<file path="src/design/sqe_pkg.sv">
// sqe_pkg: shared types and codes for the stack/queue engine.
// No dependencies; imported by every module of the block.
package sqe_pkg;

    // operation carried by one input word
    typedef enum logic [2:0] {
        MODE_PUSH = 3'd0,
        MODE_LIST = 3'd1,
        MODE_PEEK = 3'd2,
        MODE_POP  = 3'd3,
        MODE_SWAP = 3'd4
    } t_mode;

    // result status codes
    typedef enum logic [2:0] {
        ST_OK         = 3'd0,
        ST_BADARG     = 3'd1,
        ST_PEEK_EMPTY = 3'd2,
        ST_POP_EMPTY  = 3'd3,
        ST_SWAP_SHORT = 3'd4,
        ST_FULL       = 3'd5,
        ST_HALTED     = 3'd6
    } t_status;

    localparam int unsigned DATA_W = 32;

    // one result word
    typedef struct packed {
        t_status                   status;
        logic                      has_value;
        logic signed [DATA_W-1:0]  value;
        logic                      last;
    } t_result;

endpackage

</file>
<file path="src/design/sqe_mem.sv">
// sqe_mem: value store, one write port and one registered read port.
// Depends on sqe_pkg for the data width.
module sqe_mem #(
    parameter int unsigned DEPTH = 64,
    parameter int unsigned AW    = $clog2(DEPTH)
) (
    input  logic                                i_clk,
    input  logic                                i_we,
    input  logic [AW-1:0]                       i_waddr,
    input  logic signed [sqe_pkg::DATA_W-1:0]   i_wdata,
    input  logic [AW-1:0]                       i_raddr,
    output logic signed [sqe_pkg::DATA_W-1:0]   o_rdata
);
    import sqe_pkg::*;

    logic signed [DATA_W-1:0] r_mem [DEPTH];
    logic signed [DATA_W-1:0] r_rdata;

    // write port
    always_ff @(posedge i_clk) begin
        if (i_we) begin
            r_mem[i_waddr] <= i_wdata;
        end
    end

    // read port, registered
    always_ff @(posedge i_clk) begin
        r_rdata <= r_mem[i_raddr];
    end

    assign o_rdata = r_rdata;

endmodule

</file>
<file path="src/design/sqe_ctrl.sv">
// sqe_ctrl: sequencer for the engine: pointers, count, halt flag,
// read-modify-write of the store and the registered result word.
// Depends on sqe_pkg; drives the ports of sqe_mem.
module sqe_ctrl #(
    parameter int unsigned DEPTH = 64,
    parameter int unsigned AW    = $clog2(DEPTH)
) (
    input  logic                                i_clk,
    input  logic                                i_rst_n,
    input  logic                                i_queue_mode,
    input  logic                                i_start,
    input  logic [2:0]                          i_mode,
    input  logic signed [sqe_pkg::DATA_W-1:0]   i_push_value,
    input  logic                                i_value_ok,
    output logic                                o_busy,
    output logic                                o_strobe,
    output sqe_pkg::t_result                    o_res,
    output logic                                o_mem_we,
    output logic [AW-1:0]                       o_mem_waddr,
    output logic signed [sqe_pkg::DATA_W-1:0]   o_mem_wdata,
    output logic [AW-1:0]                       o_mem_raddr,
    input  logic signed [sqe_pkg::DATA_W-1:0]   i_mem_rdata
);
    import sqe_pkg::*;

    localparam int unsigned CW = $clog2(DEPTH + 1);
    localparam int unsigned SW = AW + 1;

    typedef enum logic [5:0] {
        S_IDLE = 6'b000001,
        S_PEEK = 6'b000010,
        S_LIST = 6'b000100,
        S_SW1  = 6'b001000,
        S_SW2  = 6'b010000,
        S_SW3  = 6'b100000
    } t_state;

    t_state           r_state, n_state;
    logic [AW-1:0]    r_top, n_top;
    logic [CW-1:0]    r_count, n_count;
    logic             r_halted, n_halted;
    logic [AW-1:0]    r_rd_ptr, n_rd_ptr;
    logic [AW-1:0]    r_idx, n_idx;
    logic signed [DATA_W-1:0] r_tmp, n_tmp;
    logic             r_strobe, n_strobe;
    t_result          r_res, n_res;

    logic             accept;
    logic [SW-1:0]    tail_sum;
    logic [AW-1:0]    tail_slot;
    logic             list_last;

    // ring step toward the bottom
    function automatic logic [AW-1:0] fwd1(input logic [AW-1:0] p);
        fwd1 = (p == AW'(DEPTH - 1)) ? '0 : p + AW'(1);
    endfunction

    // ring step toward the top
    function automatic logic [AW-1:0] back1(input logic [AW-1:0] p);
        back1 = (p == '0) ? AW'(DEPTH - 1) : p - AW'(1);
    endfunction

    function automatic t_result mk_res(input t_status st, input logic hv,
                                       input logic signed [DATA_W-1:0] v,
                                       input logic l);
        mk_res.status    = st;
        mk_res.has_value = hv;
        mk_res.value     = v;
        mk_res.last      = l;
    endfunction

    assign o_busy  = (r_state != S_IDLE);
    assign accept  = i_start && !o_busy;

    // slot under the bottom entry for a queue push; count < DEPTH here
    assign tail_sum  = SW'(r_top) + SW'(r_count);
    assign tail_slot = (tail_sum >= SW'(DEPTH)) ? AW'(tail_sum - SW'(DEPTH))
                                                : AW'(tail_sum);

    assign list_last = ((CW'(r_idx) + CW'(1)) == r_count);

    // next-state and store access
    always_comb begin
        n_state     = r_state;
        n_top       = r_top;
        n_count     = r_count;
        n_halted    = r_halted;
        n_rd_ptr    = r_rd_ptr;
        n_idx       = r_idx;
        n_tmp       = r_tmp;
        n_strobe    = 1'b0;
        n_res       = r_res;
        o_mem_we    = 1'b0;
        o_mem_waddr = r_top;
        o_mem_wdata = i_push_value;
        o_mem_raddr = r_top;

        case (r_state)
            S_IDLE: begin
                if (accept) begin
                    if (r_halted) begin
                        n_strobe = 1'b1;
                        n_res    = mk_res(ST_HALTED, 1'b0, '0, 1'b1);
                    end else begin
                        case (t_mode'(i_mode))
                            MODE_PUSH: begin
                                n_strobe = 1'b1;
                                if (!i_value_ok) begin
                                    n_halted = 1'b1;
                                    n_res    = mk_res(ST_BADARG, 1'b0, '0, 1'b1);
                                end else if (r_count == CW'(DEPTH)) begin
                                    n_halted = 1'b1;
                                    n_res    = mk_res(ST_FULL, 1'b0, '0, 1'b1);
                                end else begin
                                    o_mem_we = 1'b1;
                                    if (i_queue_mode) begin
                                        o_mem_waddr = tail_slot;
                                    end else begin
                                        o_mem_waddr = back1(r_top);
                                        n_top       = back1(r_top);
                                    end
                                    n_count = r_count + CW'(1);
                                    n_res   = mk_res(ST_OK, 1'b0, '0, 1'b1);
                                end
                            end
                            MODE_LIST: begin
                                if (r_count == '0) begin
                                    n_strobe = 1'b1;
                                    n_res    = mk_res(ST_OK, 1'b0, '0, 1'b1);
                                end else begin
                                    n_rd_ptr = r_top;
                                    n_idx    = '0;
                                    n_state  = S_LIST;
                                end
                            end
                            MODE_PEEK: begin
                                if (r_count == '0) begin
                                    n_strobe = 1'b1;
                                    n_halted = 1'b1;
                                    n_res    = mk_res(ST_PEEK_EMPTY, 1'b0, '0, 1'b1);
                                end else begin
                                    n_state = S_PEEK;
                                end
                            end
                            MODE_POP: begin
                                n_strobe = 1'b1;
                                if (r_count == '0) begin
                                    n_halted = 1'b1;
                                    n_res    = mk_res(ST_POP_EMPTY, 1'b0, '0, 1'b1);
                                end else begin
                                    n_top   = fwd1(r_top);
                                    n_count = r_count - CW'(1);
                                    n_res   = mk_res(ST_OK, 1'b0, '0, 1'b1);
                                end
                            end
                            MODE_SWAP: begin
                                if (r_count < CW'(2)) begin
                                    n_strobe = 1'b1;
                                    n_halted = 1'b1;
                                    n_res    = mk_res(ST_SWAP_SHORT, 1'b0, '0, 1'b1);
                                end else begin
                                    n_state = S_SW1;
                                end
                            end
                            default: begin
                                n_strobe = 1'b1;
                                n_res    = mk_res(ST_OK, 1'b0, '0, 1'b1);
                            end
                        endcase
                    end
                end
            end
            // top value arrives from the store
            S_PEEK: begin
                n_strobe = 1'b1;
                n_res    = mk_res(ST_OK, 1'b1, i_mem_rdata, 1'b1);
                n_state  = S_IDLE;
            end
            // one element per cycle, next read issued alongside
            S_LIST: begin
                n_strobe = 1'b1;
                n_res    = mk_res(ST_OK, 1'b1, i_mem_rdata, list_last);
                if (list_last) begin
                    n_state = S_IDLE;
                end else begin
                    o_mem_raddr = fwd1(r_rd_ptr);
                    n_rd_ptr    = fwd1(r_rd_ptr);
                    n_idx       = r_idx + AW'(1);
                end
            end
            // hold the top word, fetch the one below
            S_SW1: begin
                n_tmp       = i_mem_rdata;
                o_mem_raddr = fwd1(r_top);
                n_state     = S_SW2;
            end
            S_SW2: begin
                o_mem_we    = 1'b1;
                o_mem_waddr = r_top;
                o_mem_wdata = i_mem_rdata;
                n_state     = S_SW3;
            end
            S_SW3: begin
                o_mem_we    = 1'b1;
                o_mem_waddr = fwd1(r_top);
                o_mem_wdata = r_tmp;
                n_strobe    = 1'b1;
                n_res       = mk_res(ST_OK, 1'b0, '0, 1'b1);
                n_state     = S_IDLE;
            end
            default: begin
                n_state = S_IDLE;
            end
        endcase
    end

    // control state
    always_ff @(posedge i_clk) begin
        if (!i_rst_n) begin
            r_state  <= S_IDLE;
            r_top    <= '0;
            r_count  <= '0;
            r_halted <= 1'b0;
            r_strobe <= 1'b0;
        end else begin
            r_state  <= n_state;
            r_top    <= n_top;
            r_count  <= n_count;
            r_halted <= n_halted;
            r_strobe <= n_strobe;
        end
    end

    // payload registers
    always_ff @(posedge i_clk) begin
        r_rd_ptr <= n_rd_ptr;
        r_idx    <= n_idx;
        r_tmp    <= n_tmp;
        r_res    <= n_res;
    end

    assign o_strobe = r_strobe;
    assign o_res    = r_res;

endmodule

</file>
<file path="src/design/stack_queue_engine.sv">
// stack_queue_engine: top level of the stack/queue engine.
// Depends on sqe_pkg, sqe_mem and sqe_ctrl.
//
// Usage:
//   Command channel: drive i_mode, i_push_value, i_value_ok with i_start;
//   the word is taken at a clock edge with i_start high and o_busy low.
//   Results come back one word per cycle, flagged by o_strobe for a single
//   cycle; the receiver cannot stall them. o_last marks the final word of
//   a command.
//   Config channel: i_cfg_queue_mode is written when i_cfg_valid is high;
//   o_cfg_ready is always high. Write only while the engine is idle.
//   Timing: push, pop, errors and halted replies show o_strobe in the cycle
//   after the command and o_busy stays low (one command per cycle).
//   Peek holds o_busy while the top word is read; swap holds o_busy while
//   it fetches the word below, writes the top and writes the one below;
//   list of N values holds o_busy while it streams N words. In each case
//   o_busy falls as the answer (for list, the last word) appears; the busy
//   spans come from the single read and single write port of the value store.
//   Reset (synchronous, active low) empties the store, clears the halt
//   flag and selects stack mode; store contents are not cleared.
module stack_queue_engine #(
    parameter int unsigned DEPTH = 64
) (
    input  logic                i_clk,
    input  logic                i_rst_n,
    input  logic                i_start,
    output logic                o_busy,
    input  logic [2:0]          i_mode,
    input  logic signed [31:0]  i_push_value,
    input  logic                i_value_ok,
    input  logic                i_cfg_valid,
    output logic                o_cfg_ready,
    input  logic                i_cfg_queue_mode,
    output logic                o_strobe,
    output logic [2:0]          o_status,
    output logic                o_has_value,
    output logic signed [31:0]  o_out_value,
    output logic                o_last
);
    import sqe_pkg::*;

    localparam int unsigned AW = $clog2(DEPTH);

    logic                      r_queue_mode;
    logic                      mem_we;
    logic [AW-1:0]             mem_waddr;
    logic [AW-1:0]             mem_raddr;
    logic signed [DATA_W-1:0]  mem_wdata;
    logic signed [DATA_W-1:0]  mem_rdata;
    t_result                   res;

    // queue mode register
    assign o_cfg_ready = 1'b1;
    always_ff @(posedge i_clk) begin
        if (!i_rst_n) begin
            r_queue_mode <= 1'b0;
        end else if (i_cfg_valid && o_cfg_ready) begin
            r_queue_mode <= i_cfg_queue_mode;
        end
    end

    sqe_ctrl #(.DEPTH(DEPTH), .AW(AW)) u_ctrl (
        .i_clk        (i_clk),
        .i_rst_n      (i_rst_n),
        .i_queue_mode (r_queue_mode),
        .i_start      (i_start),
        .i_mode       (i_mode),
        .i_push_value (i_push_value),
        .i_value_ok   (i_value_ok),
        .o_busy       (o_busy),
        .o_strobe     (o_strobe),
        .o_res        (res),
        .o_mem_we     (mem_we),
        .o_mem_waddr  (mem_waddr),
        .o_mem_wdata  (mem_wdata),
        .o_mem_raddr  (mem_raddr),
        .i_mem_rdata  (mem_rdata)
    );

    sqe_mem #(.DEPTH(DEPTH), .AW(AW)) u_mem (
        .i_clk   (i_clk),
        .i_we    (mem_we),
        .i_waddr (mem_waddr),
        .i_wdata (mem_wdata),
        .i_raddr (mem_raddr),
        .o_rdata (mem_rdata)
    );

    // result word onto the ports
    assign o_status    = res.status;
    assign o_has_value = res.has_value;
    assign o_out_value = res.value;
    assign o_last      = res.last;

endmodule

</file>
<file path="config.mk">
export PLATFORM = sky130hd
export DESIGN_NAME = stack_queue_engine
export DESIGN_NICKNAME = d
export VERILOG_FILES = /design/src/design/sqe_pkg.sv /design/src/design/sqe_mem.sv /design/src/design/sqe_ctrl.sv /design/src/design/stack_queue_engine.sv
export SDC_FILE = /design/constraint.sdc
export NUM_CORES = 2
export LEC_CHECK = 0
export CORE_AREA = 2 2 592 417
export DETAILED_ROUTE_END_ITERATION = 8
export DIE_AREA = 0 0 594 419
export DONT_BUFFER_PORTS = 1
export PLACE_DENSITY = 0.49
export SLEW_MARGIN = 5
export SYNTH_ARGS = -nofsm -noshare
export SYNTH_HDL_FRONTEND = slang
export SYNTH_HIERARCHICAL = 1
export SYNTH_SLANG_ARGS = --single-unit
</file>
<file path="constraint.sdc">
create_clock -name i_clk -period 14.59 [get_ports i_clk]
set_input_delay 2.918 -clock i_clk [delete_from_list [all_inputs] [get_ports i_clk]]
set_output_delay 2.918 -clock i_clk [all_outputs]
set_load 0.05 [all_outputs]
</file>
---- After elaboration in Yosys (flattened, before gate mapping) ----
Memory sizes are Yosys's and may differ from the RTL's. A register that Yosys moved wholly into a read port is not among the register bits.
Cells that the tools add are included.
cells by class
  $add $sub $neg .......................... 9
  magnitude comparators ................... 2
  equal/unequal tests ..................... 32
  muxes and demuxes ....................... 71
  bitwise operators ....................... 1
  reductions and logical operators ........ 18
operators with widths
  cell                                                                     count
  37-bit two-way mux                                                       7
  6-bit two-way mux                                                        31
  37-bit one-hot mux with 5 select lines                                   1
  37-bit one-hot mux with 4 select lines                                   1
  32-bit one-hot mux with 2 select lines                                   1
  6-bit one-hot mux with 2 select lines                                    5
  36-bit two-way mux                                                       1
  6-bit one-hot mux with 4 select lines                                    1
  7-bit two-way mux                                                        3
  6-bit by 1-bit adder with 6-bit output, second input constant            3
  6-bit equality test, second input constant                               3
  6-bit one-hot mux with 3 select lines                                    1
  2-bit inequality test, second input constant                             8
  1-bit two-way mux                                                        14
  7-bit one-hot mux with 2 select lines                                    1
  7-bit AND reduction                                                      2
  4-bit by 2-bit inequality test with 1-bit output, second input constant  3
  6-bit by 1-bit subtractor with 6-bit output, second input constant       2
  3-bit inequality test, second input constant                             3
  8-bit AND reduction                                                      1
  6-bit by 1-bit adder with 7-bit output, second input constant            1
  6-bit by 7-bit adder with 7-bit output                                   1
  7-bit by 1-bit adder with 7-bit output, second input constant            1
  7-bit equality test                                                      1
  30 further kinds                                                         37
storage, ports and cells
  register bits after elaboration ......... 103
  RAM bits ................................ 2,048
  word-level logic and storage cells ...... 147
  memories kept ........................... 1
memory list
  memory       words  bits a word  read ports  clocked after Yosys merged registers in  write ports  line           source
  u_mem.r_mem  64     32           1           1                                        1            sqe_mem.sv:16  logic signed [DATA_W-1:0] r_mem [DEPTH];

---- Depth between registers and ports, before layout ----
  depth in word-level cells ............... 10
  gate-level depth with buffers ........... 17
  gate-level depth less buffers ........... 12

---- By module ----
Netlist, hierarchy kept.
by module, submodules not included
  module              times used  cells each  area each (µm²)  sequential area each (µm²)
  sqe_mem             1           3,511       79,039.6         62,139.6
  sqe_ctrl            1           582         5,743.0          2,852.7
  stack_queue_engine  1           5           47.5             20.0

---- Worst setup path after synthesis ----
Ideal clock, no wire load.
  kind .................................... input to register
  start ................................... in i_mode[0]
  end ..................................... mem u_mem.r_mem[28][0] (enable)
  library setup time ...................... 0.421 ns
  data arrival time ....................... 6.838 ns
  setup slack ............................. 7.331 ns
  cell stages on the path ................. 11
  buffers on the path ..................... 3
  cells stage by stage .................... clkbuf_1 -> nor2_1 -> o311ai_2 -> nor3_1 -> nor2_2 -> a221o_1 -> clkbuf_1 -> or3b_2 -> or2_2 -> clkbuf_1 -> nor2_1
between the ends
  elaborated cells between the ends (all ways) .. 11
  classes of those cells .................. 10 x mux; 1 x reduce/logical
RTL lines
  item                                   line                      source
  start: declaration                     stack_queue_engine.sv:28  input logic [2:0] i_mode,
  3-bit logical NOT                      sqe_ctrl.sv:105           case (t_mode'(i_mode))
  6-bit two-way mux                      sqe_ctrl.sv:105
  6-bit two-way mux                      sqe_ctrl.sv:101           if (r_halted) begin
  6-bit two-way mux                      sqe_ctrl.sv:100           if (accept) begin
  6-bit one-hot mux with 2 select lines  sqe_ctrl.sv:98            case (r_state)
  via mem_waddr[0]                       stack_queue_engine.sv:46  logic [AW-1:0] mem_waddr;
  end: declaration                       sqe_mem.sv:16
The timed path passes the listed nets, and every way through them passes these cells.

---- Worst setup path after layout ----
  start ................................... reg u_ctrl.r_idx[0]
  end ..................................... reg u_mem.r_rdata[10] (netlist: u_mem/o_rdata[10]), read port of u_mem.r_mem
between the ends
  word-level cells in the longest chain between the ends .. 4
ends and longest elaborated chain
  item                                    line                      source
  start: declaration                      sqe_ctrl.sv:43            logic [AW-1:0] r_idx, n_idx;
  start signal: assignment                sqe_ctrl.sv:237           r_idx <= n_idx;
  6-bit by 1-bit adder with 7-bit output  sqe_ctrl.sv:80            assign list_last = ((CW'(r_idx) + CW'(1)) == r_count);
  7-bit equality test                     sqe_ctrl.sv:80
  6-bit two-way mux                       sqe_ctrl.sv:183           if (list_last) begin
  6-bit one-hot mux with 2 select lines   sqe_ctrl.sv:98
  via mem_raddr[1]                        stack_queue_engine.sv:47  logic [AW-1:0] mem_raddr;
  end: declaration                        sqe_mem.sv:17             logic signed [DATA_W-1:0] r_rdata;
The timed path passes the listed nets, and every way through them passes these cells.
A chain may end at the register's enable or synchronous reset.

==> results.md <==
* Status: finished, final reports clean
* Core ar. at 243600 µm²
* Worst-Margin Slew at ~1.3 ns
* Clock H-tree levels at 4
* GRT overflow at 0
* CTS Buffer Depth at 4
* Commonest cells after routing, fill and taps aside: edfxtp_1, mux4_2, clkbuf_16
* GRT Overall Usage at 0.1977
* Synth async-reset ratio at 0
* DRT Pass-1 Iters at 5
* Worst-Skew Late Latency at 0.88 ns
* Leakage at between 20 and 30 nW
* Initial DRC count at 6558
* Num CTS Buffers at 210
* Layout area overhead at 13.18%
* DR WL/cell at 32.78 µm
* Max-slew violations at 0
* Post-synthesis sequential area ratio at 0.7664
* Crit path top cell by count: buf_4
* Slowest stage cell, crit path: buf_4
* Worst Clk Skew at between 0.06 and 0.07 ns
* Seq pwr share at 0.547
* Vias in the first global route at 40798
* Critical Path Start Type: register
* Hpwl dp at approximately 150 mm
* R2R depth at 16
* Post-Route WL at 250.1 mm
* Die ar. at around 250000 µm²
* Post-Syn Nets at between 4000 and 5000
* Routed Antenna Nets at 0
* Min-delay src: u_mem/o_rdata[9]
* Largest net degree at the start of global routing at 90
* Starting Density at 0.3482
* CTS root buf: clkbuf_16
* Post-synth EDFFs at ~2100
* Port buffer count at 0
* Residual DRC at 0
* Synth area leader: edfxtp_1
* Setup crit end kind: register
* Final hold violation count at 0
* Area post-placement at 89460 µm²
* Crit. Startpoint: u_ctrl/r_idx[0]
* Top-area cell type share of the netlist area at 0.7536
* Largest stage delay on the critical path at a little under 0.7 ns
* Cells after Synth at between 4000 and 5000
* Yosys synthesis warning count at 6
* Initial antenna violation count at 22
* Max Cap Viol at 0
* Net Sw Frac at 0.2130
* PwrDens at 132.7 nW/µm²
* RR Startpoint: u_ctrl/r_idx[0]
* Relative slew margins at 0.1394
* Worst reg2reg endpoint: u_mem/o_rdata[10]
* Comb pwr share at 0.034
* Worst slack, placed at between 7 and 8 ns
* Hold buffer count at cts at 0
* CP required at approximately 15 ns
* Clock sink count at between 2000 and 2500
* CP endpoint: u_mem/o_rdata[10]
* Mean post-synth cell area at around 21 µm²
* Post-CTS sizing at 0
* Final Setup Violations at 0
* Fill count at roughly 22000
* CTS tree: done
* Critical path type: register to register
* Final period util at 0.4689
* Layout cells sized above 1 at 0.2314
* Critical path, cell by cell: ha_1 > xnor2_1 > xnor2_1 > nand4b_1 > nor2b_1 > a21oi_1 > o21ai_4 > buf_4 > buf_4 > buf_4 > buf_4 > mux4_2 > a22oi_1 > nand3_1 > nand2_1 > a21oi_1
* Hold_ws at 0.4547 ns
* Multi-input gate area at ~19000 µm²
* Worst-path maximum fanout at 40
* Reg2reg setup slack at about 7.7 ns
* Vias at ~43000
* Die Ht at ~420 µm
* RD Place Congestion at 0.8171
* Fin area at a little under 100000 µm²
* Tot Pwr at approximately 13 mW
* F_max at 0.1462 GHz
* Synth unique cells at 76
* Vias/cell at ~5.6
* Core Rows at 152
* NetSw at about 2.7 mW
* Most common cell after layout, fill and taps aside: edfxtp_1
* Fin worst setup slack at around 7.7 ns
* Die width at between 500 and 600 µm
* Final min period at a little under 7 ns
* Reg area at roughly 65000 µm²
* Int Power at roughly 10 mW
* First-pass GRT wire length at between 300 and 400 mm
* Post-synth top flop: edfxtp_1
* Synth area leaders: edfxtp_1, mux4_2, mux2i_1
* Worst min path class: register to register
* Post-CTS Setup Bufs at 0
* Max rail drop VDD at just under 0.09 mV
* Netlist Area Pre-Place at roughly 85000 µm²
* Final net count at approximately 4300
* FF+latch count, synth at roughly 2200
* Clock-pin slew on the worst setup and hold paths at around 0.06 ns
* Final TNS setup at 0 ns
* Clock share of power at 0.419
* Crit path DAT at approximately 7.6 ns
* RSZ-0062 raised after global routing: false
* Ports at 81
[area by class of cell]
| class | instances | share of cell area |
|---|---|---|
| antenna | 5 | 0.0001303 |
| clock buffer | 269 | 0.05877 |
| clock inverter | 102 | 0.009330 |
| inverter | 19 | 0.0007428 |
| multi-input combinational | 1662 | 0.1986 |
| sequential | 2183 | 0.6771 |
| tap | 3234 | 0.04214 |
| timing repair buffer | 156 | 0.01315 |
[power groups by stage]
stage | Sequential, mW | Clock, mW | Combinational, mW
final | 6.97 | 5.34 | 0.428
after global routing | 6.96 | 5.71 | 0.451
after CTS | 6.97 | 5.46 | 0.430
after detailed placement | 7.10 | 0 | 0.429
after global placement | 7.10 | 0 | 0.424
after floorplan | 7.08 | 0 | 0.233
[worst max-delay path: cells and delay by family (launching register included)]
family                     cells  cell delay, ns
DFF                            1            0.46
and+or+nand+nor                4            1.38
muxes                          1            0.37
xor gates and xnor gates       2            0.34
AOI/OAI and AO/OA              4            1.27
adders and majority gates      1            0.29
buffers and inverters          4            2.46
[metrics by stage]
stage                     utilization  instances
final                          0.3941       7630
after global routing           0.3941       7625
after CTS                      0.3941       7625
after detailed placement       0.3672       7254
after global placement         0.3672       7253
after floorplan                     -       4098
[cell families after synthesis]
logic type / Yosys count / share of synthesized area
buf+inv: 253 / 0.01732
other cells: 1 / 0.00004421
xor+xnor: 28 / 0.003230
flops: 2183 / 0.7664
mux: 647 / 0.1421
fa+ha+maj: 17 / 0.002684
simple gates: 487 / 0.02760
compound gates: 482 / 0.04061
[Yosys cell counts, types with 5 or more instances]
cell type	instances
and2_1	39
a21o_1	8
dfxtp_1	54
nor2_1	126
or2_2	10
a311oi_1	5
buf_2	57
nand3_1	65
a22o_1	12
a31oi_1	24
mux4_2	446
o221ai_1	17
nand2_1	142
edfxtp_1	2129
and4_1	6
xnor2_1	17
o22ai_1	45
buf_8	5
nand2b_1	11
nor2b_1	22
a211oi_1	25
xor2_1	9
and3_1	9
nor3_1	19
clkbuf_1	100
a311o_1	13
buf_4	29
inv_1	18
a22oi_1	165
buf_6	31
o22a_1	12
buf_1	8
a211o_1	10
mux2i_1	200
nor4_1	5
o211ai_1	18
ha_1	15
nand3b_1	8
o21ai_0	48
a21oi_1	46
o21a_1	9
[routing by layer]
layer,up-vias,track usage,wire [µm],part of all wire
li1,17381,-,-,-
met1,23380,0.3192,117900,0.47
met2,1988,0.2696,102500,0.41
met3,305,0.04432,25270,0.10
met4,4,0.03736,4500,0.018
met5,-,0,25,0.00010
[worst min-delay path by stage]
stage | to | cells after the start
after detailed placement | u_ctrl/r_tmp[9] | 0
final | u_ctrl/r_tmp[9] | 0
after global routing | u_ctrl/r_tmp[9] | 0
after floorplan | u_ctrl/r_tmp[0] | 0
after CTS | u_ctrl/r_tmp[9] | 0
after global placement | u_ctrl/r_tmp[30] | 0
[flip-flops by register name, summed over array words and instances, names as in the netlist]
| signal | cells |
|---|---|
| u_ctrl/r_rd_ptr | 6 |
| u_ctrl/r_idx | 6 |
| u_ctrl/o_strobe | 1 |
| u_ctrl/o_res | 37 |
| u_ctrl/r_count | 7 |
| u_mem/r_mem | 2048 |
| u_ctrl/r_top | 6 |
| u_ctrl/r_halted | 1 |
| r_queue_mode | 1 |
| u_mem/o_rdata | 32 |
| u_ctrl/r_tmp | 32 |
| u_ctrl/r_state | 6 |
Power figures use the tool's default switching activity.
